`src/hdl/rss_pkg.sv`:
```
// Shared constants, codes and types for the revoked serial set.
// No dependencies; every other file of the block imports this package.
`default_nettype none
package rss_pkg;

   localparam int ENTRIES   = 64;
   localparam int CNT_W     = $clog2(ENTRIES + 1);
   localparam int SERIAL_W  = 64;
   localparam int TIME_W    = 64;
   localparam int ACTION_W  = 2;
   localparam int STATUS_W  = 2;
   localparam int COUNT_W   = 7;

   localparam logic [ACTION_W-1:0] ACT_QUERY  = 2'd0;
   localparam logic [ACTION_W-1:0] ACT_ADD    = 2'd1;
   localparam logic [ACTION_W-1:0] ACT_REMOVE = 2'd2;

   localparam logic [STATUS_W-1:0] ST_GOOD    = 2'd0;
   localparam logic [STATUS_W-1:0] ST_REVOKED = 2'd1;
   localparam logic [STATUS_W-1:0] ST_UNKNOWN = 2'd2;

   typedef struct packed {
      logic cmp_en;
      logic add_en;
      logic rem_en;
   } cell_ctl_type;

endpackage
`default_nettype wire

```
`src/hdl/rss_cell.sv`:
```
// One storage cell of the serial chain: holds one entry, compares it and shifts.
// Depends on rss_pkg; instantiated in a row by revoked_serial_set_unit.
`default_nettype none
module rss_cell import rss_pkg::*; (
   input  wire logic                clock,
   input  wire cell_ctl_type        ctl,
   input  wire logic [SERIAL_W-1:0] serial,
   input  wire logic                live,
   input  wire logic                add_here,
   input  wire logic [SERIAL_W-1:0] next_entry,
   input  wire logic                shift_in,
   output logic                     shift_out,
   output logic                     hit,
   output logic [SERIAL_W-1:0]      entry
);

   logic [SERIAL_W-1:0] entry_ff, entry_in;
   logic                hit_ff, hit_in;

   // A cell moves its upper neighbor down once the match lies at or below it.
   assign shift_out = shift_in | hit_ff;
   assign hit       = hit_ff;
   assign entry     = entry_ff;

   always_comb begin
      entry_in = entry_ff;
      hit_in   = hit_ff;
      if (ctl.cmp_en) begin
         hit_in = live && (entry_ff == serial);
      end
      if (ctl.rem_en && shift_out) begin
         entry_in = next_entry;
      end else if (ctl.add_en && add_here) begin
         entry_in = serial;
      end
   end

   always_ff @(posedge clock) begin
      entry_ff <= entry_in;
      hit_ff   <= hit_in;
   end

endmodule
`default_nettype wire

```
`config.mk`:
```
export PLATFORM = sky130hd
export DESIGN_NAME = rss_cell
export DESIGN_NICKNAME = d
export VERILOG_FILES = /design/src/hdl/rss_pkg.sv /design/src/hdl/rss_cell.sv
export SDC_FILE = /design/constraint.sdc
export NUM_CORES = 1
export LEC_CHECK = 0
export BUFFER_PORTS_ARGS = -buffer_cell sky130_fd_sc_hd__buf_2
export CORE_AREA = 5 5 93 95
export CTS_CLUSTER_DIAMETER = 50
export DETAILED_ROUTE_END_ITERATION = 10
export DIE_AREA = 0 0 98 100
export GPL_TIMING_DRIVEN = 0
export PLACE_DENSITY = 0.89
export SLEW_MARGIN = 20
export SYNTH_ARGS = -nofsm -noshare
export SYNTH_HDL_FRONTEND = slang
export SYNTH_SLANG_ARGS = --single-unit
```
`constraint.sdc`:
```
create_clock -name clock -period 5.7 [get_ports clock]
set_input_delay 0.855 -clock clock [delete_from_list [all_inputs] [get_ports clock]]
set_output_delay 0.855 -clock clock [all_outputs]
set_load 0.01 [all_outputs]
```
# Word level (Yosys, flattened, before mapping)
# Index checks and enable logic that the tools add are counted.
word_totals:
  ff_bits: 65
  latchBits: 0
  ram_bits: 0
  mem_bits_ro: 0
  wordCells: 10
  n_memories: 0
op_classes:
  n_addsub: 0
  multipliers: 0
  div_mod_pow: 0
  magnitude_cmp: 0
  eq_ne: 1
  n_shift: 0
  mux: 2
  bitwise: 1
  n_reduce_logical: 4
op_table:
  columns: ["op", "n"]
  rows:
  - ["64-bit two-way mux", 2]
  - ["64-bit equality test", 1]
  - ["1-bit logical AND", 3]
  - ["2-bit nonzero test", 1]
  - ["1-bit OR", 1]

# Logic depth before layout (Yosys ltp)
logic_depth:
  word_depth: 3
  depth_mapped: 5
  depth_no_buf: 5

# Least setup slack after synthesis
# OpenSTA, ideal clock, no wires.
synth_path:
  kind: "input-to-reg"
  startpoint: "input shift_in"
  endpoint: "register entry_ff[0], in the netlist entry[0], enable pin"
  setup_ns: 0.689
  arrival_ns: 2.581
  setup_slack_ns: 2.429
  cell_stages: 5
  path_buffers: 2
  path_cell_list: "or2_1 nand2_1 buf_4 buf_6 nand2_1"
synth_via:
  elab_chain_len: 3
synth_lines:
  columns: ["element", "line", "text"]
  rows:
  - ["start: declaration", "rss_cell.sv:11", "input wire logic shift_in,"]
  - ["1-bit OR", "rss_cell.sv:21", "assign shift_out = shift_in | hit_ff;"]
  - ["1-bit logical AND", "rss_cell.sv:31", "if (ctl.rem_en && shift_out) begin"]
  - ["2-bit nonzero test (no line)", null, null]
  - ["end signal: assignment", "rss_cell.sv:39", "entry_ff <= entry_in;"]
  - ["end: declaration", "rss_cell.sv:17", "logic [SERIAL_W-1:0] entry_ff, entry_in;"]
# Every way passes these cells.
# A chain may end at the register's enable or synchronous reset.

# Worst setup path after layout
layout_path:
  startpoint: "input shift_in"
  endpoint: "register entry_ff[56], in the netlist entry[56], enable pin"
# The elaborated chain is that of the path after synthesis.

==> qor.txt <==
Status -> complete, no violations
Compound-Gate Fraction of Synth Area -> 0.0545
PwrDens -> 254 nW/µm²
I/O pins -> 201
Net switching power -> 0.326 mW
Mapped Cells -> 256
RSZ-0062 raised after global routing -> no
Share of layout cells above drive strength 1 -> 0.605
Post-synthesis cell type count -> 24
Mapped Area -> 3560 µm²
Vias per cell -> 5.10
Vias in the first global route -> 3201
Largest net degree at the start of global routing -> 39
Seq pwr share -> 0.489
Ys async rst share -> 0
Pre-CTS setup slack -> 3.18 ns
Comb power frac -> 0.215
First-pass GRT wire length -> 16500 µm
Fin crit share -> 0.383
H-tree level count -> 3
Synth warnings -> 0
Synth Area in Simple Gates -> 0.0573
TritonCTS clock tree -> done
Clk root buf -> clkbuf_8
# rows -> 32
Commonest non-fill, non-tap cell in the layout -> buf_2
Layout area overhead -> 37.5%
LEAKAGE -> 2.14 nW
DRT iter0 DRCs -> 112
Clock transition at the registers of the reported paths -> 0.06 ns
Worst vdd ir -> 138 µV
Mapped Nets -> 391
Crit start category -> input pin
Main combinational cell family by area after synthesis -> multiplexers
WL/cell -> 18.7 µm
EDFF count, synth -> 65
Crit Path Class -> in2reg
Switching Share -> 0.262
# DRC -> 0
Synth area leader -> edfxtp_1
Finished Core Util -> 0.640
Worst setup EP type -> register
Die Y -> 100 µm
Initial antenna violation count -> 0
Drt total wl -> 10800 µm
Max-cap viol count -> 0
Post-CTS Setup Repair Bufs -> 0
HPWL after DPL -> 8650 µm
Proportion of synthesized area in mux cells -> 0.203
Die area -> 9800 µm²
GR Overflow Total -> 0
TritonRoute pass-1 iters -> 4
Hold_ws -> 0.746 ns
Synth Area in XOR/XNOR -> 0.0911
Hold_buf cts -> 0
# setup viols final -> 0
CTS resizes -> 0
Worst-path maximum fanout -> 38
PnR worst setup slack -> 3.52 ns
CTS sink cnt -> 65
Clock Path Buffers -> 2
Non-filler cells, final -> 575
HP Class -> in2reg
CP Data Required Time -> 5.76 ns
Synth Area in Adders -> 0
Int Pwr -> 0.918 mW
Post-Route Skew -> 0.00757 ns
Ant diodes -> 0
Synthesized flop and latch total -> 65
Synth top area cells -> edfxtp_1 55%, mux2_2 20%, xnor2_1 6.4%, xor2_1 2.7%, inv_1 2.6%
Final hold vios -> 0
I/O Buffers -> 200
DR vias -> 2933
WP data arrival -> 2.24 ns
Most frequent cells in the layout -> 201 x buf_2, 65 x edfxtp_1, 64 x mux2_2
Worst R2R Setup Slack -> 3.73 ns
Share of the yosys chip area belonging to registers -> 0.549
Placed Cells -> 559
Clk_lat worst skew -> 0.32 ns
Post-route minimum period -> 2.18 ns
CTS buffer count -> 9
Clock Power Share -> 0.297
Post-DRT Antenna Nets -> 0
Die extent in x -> 98 µm
Nets -> 603
Core ar. -> 7650 µm²
Max Fclk -> 0.459 GHz
Total Neg Setup Slack -> 0 ns
Synth Flop Type -> edfxtp_1
Max-slew headroom -> 0.663
Count of pins over their slew limit -> 0
RePlAce Congestion -> 0.893
Starting Density -> 0.465
Tightest Pin Transition -> 0.502 ns
All-layer global routing usage -> 0.215
Top-area cell type share of the netlist area -> 0.549
Avg Cell Area, Syn -> 13.9 µm²
==> flip-flops by register name, summed over array words and instances (netlist names) <==
| register | count |
|---|---|
| hit | 1 |
| entry | 64 |
==> kinds of logic (layout without fill, tap and decap cells) <==
| group | count (synthesis) | in the layout |
|---|---|---|
| flip-flops | 65 | 65 |
| multiplexers | 64 | 64 |
| XOR/XNOR | 37 | 37 |
| AND/OR/NAND/NOR | 34 | 34 |
| buffers and inverters | 32 | 249 |
| AO/OA/AOI/OAI | 24 | 24 |
==> layout make-up <==
class	instances	area, µm²
Clock inverter	4	43.8
Sequential cell	65	1950
Buffer	7	68.8
Fill cell	625	2760
Timing Repair Buffer	201	1020
Clock buffer	12	135
Multi-Input combinational cell	159	1450
Tap cell	102	128
Inverter	25	93.8
==> layer usage <==
metal  vias to the layer above  GRT usage  routed length [µm]
met5                         -          0                   0
met4                         0     0.0618                 194
met3                        17     0.0556                 841
met2                       150      0.399                5680
met1                      1373      0.243                4050
li1                       1393          -                   -
==> power groups by stage <==
stage	Sequential, mW	Clock [mW]	Combinational [mW]
2_1_floorplan	0.638	0	0.117
3_3_place_gp	0.617	0	0.257
3_5_place_dp	0.618	0	0.269
4_1_cts	0.607	0.381	0.270
5_1_grt	0.612	0.406	0.289
6_report	0.608	0.369	0.267
==> metrics by stage <==
stage / instance area (µm²) / power, mW
finish: 4890 / 1.24
global route: 4890 / 1.31
CTS: 4890 / 1.26
detailed placement: 4710 / 0.886
global placement: 4690 / 0.875
floorplan: 3560 / 0.755
==> worst max-delay path: stages <==
cell and delay (ns):
buf_2 0.09, or2_1 0.21, nand2_1 0.09, buf_4 0.22, buf_6 0.21, nand2_4 0.24, buf_12 0.28
==> cells in the mapped netlist, types with 3 or more instances <==
| library cell | number |
|---|---|
| buf_6 | 5 |
| edfxtp_1 | 65 |
| inv_1 | 25 |
| mux2_2 | 64 |
| nand2_1 | 5 |
| nand2b_1 | 8 |
| nand4_1 | 8 |
| nor4_1 | 7 |
| o2111ai_1 | 3 |
| o22ai_1 | 7 |
| o2bb2ai_1 | 7 |
| xnor2_1 | 26 |
| xor2_1 | 11 |
==> worst paths after layout <==
path,startpoint,end,cells after the start
hold / removal,ctl[2],hit$_DFFE_PP_,1
hold reg to reg,entry[48]$_DFFE_PP_,hit$_DFFE_PP_,3
setup / recovery,shift_in,entry[56]$_DFFE_PP_,7
setup reg to reg,hit$_DFFE_PP_,entry[56]$_DFFE_PP_,6
Note: power is estimated with default switching activity, not from simulation.
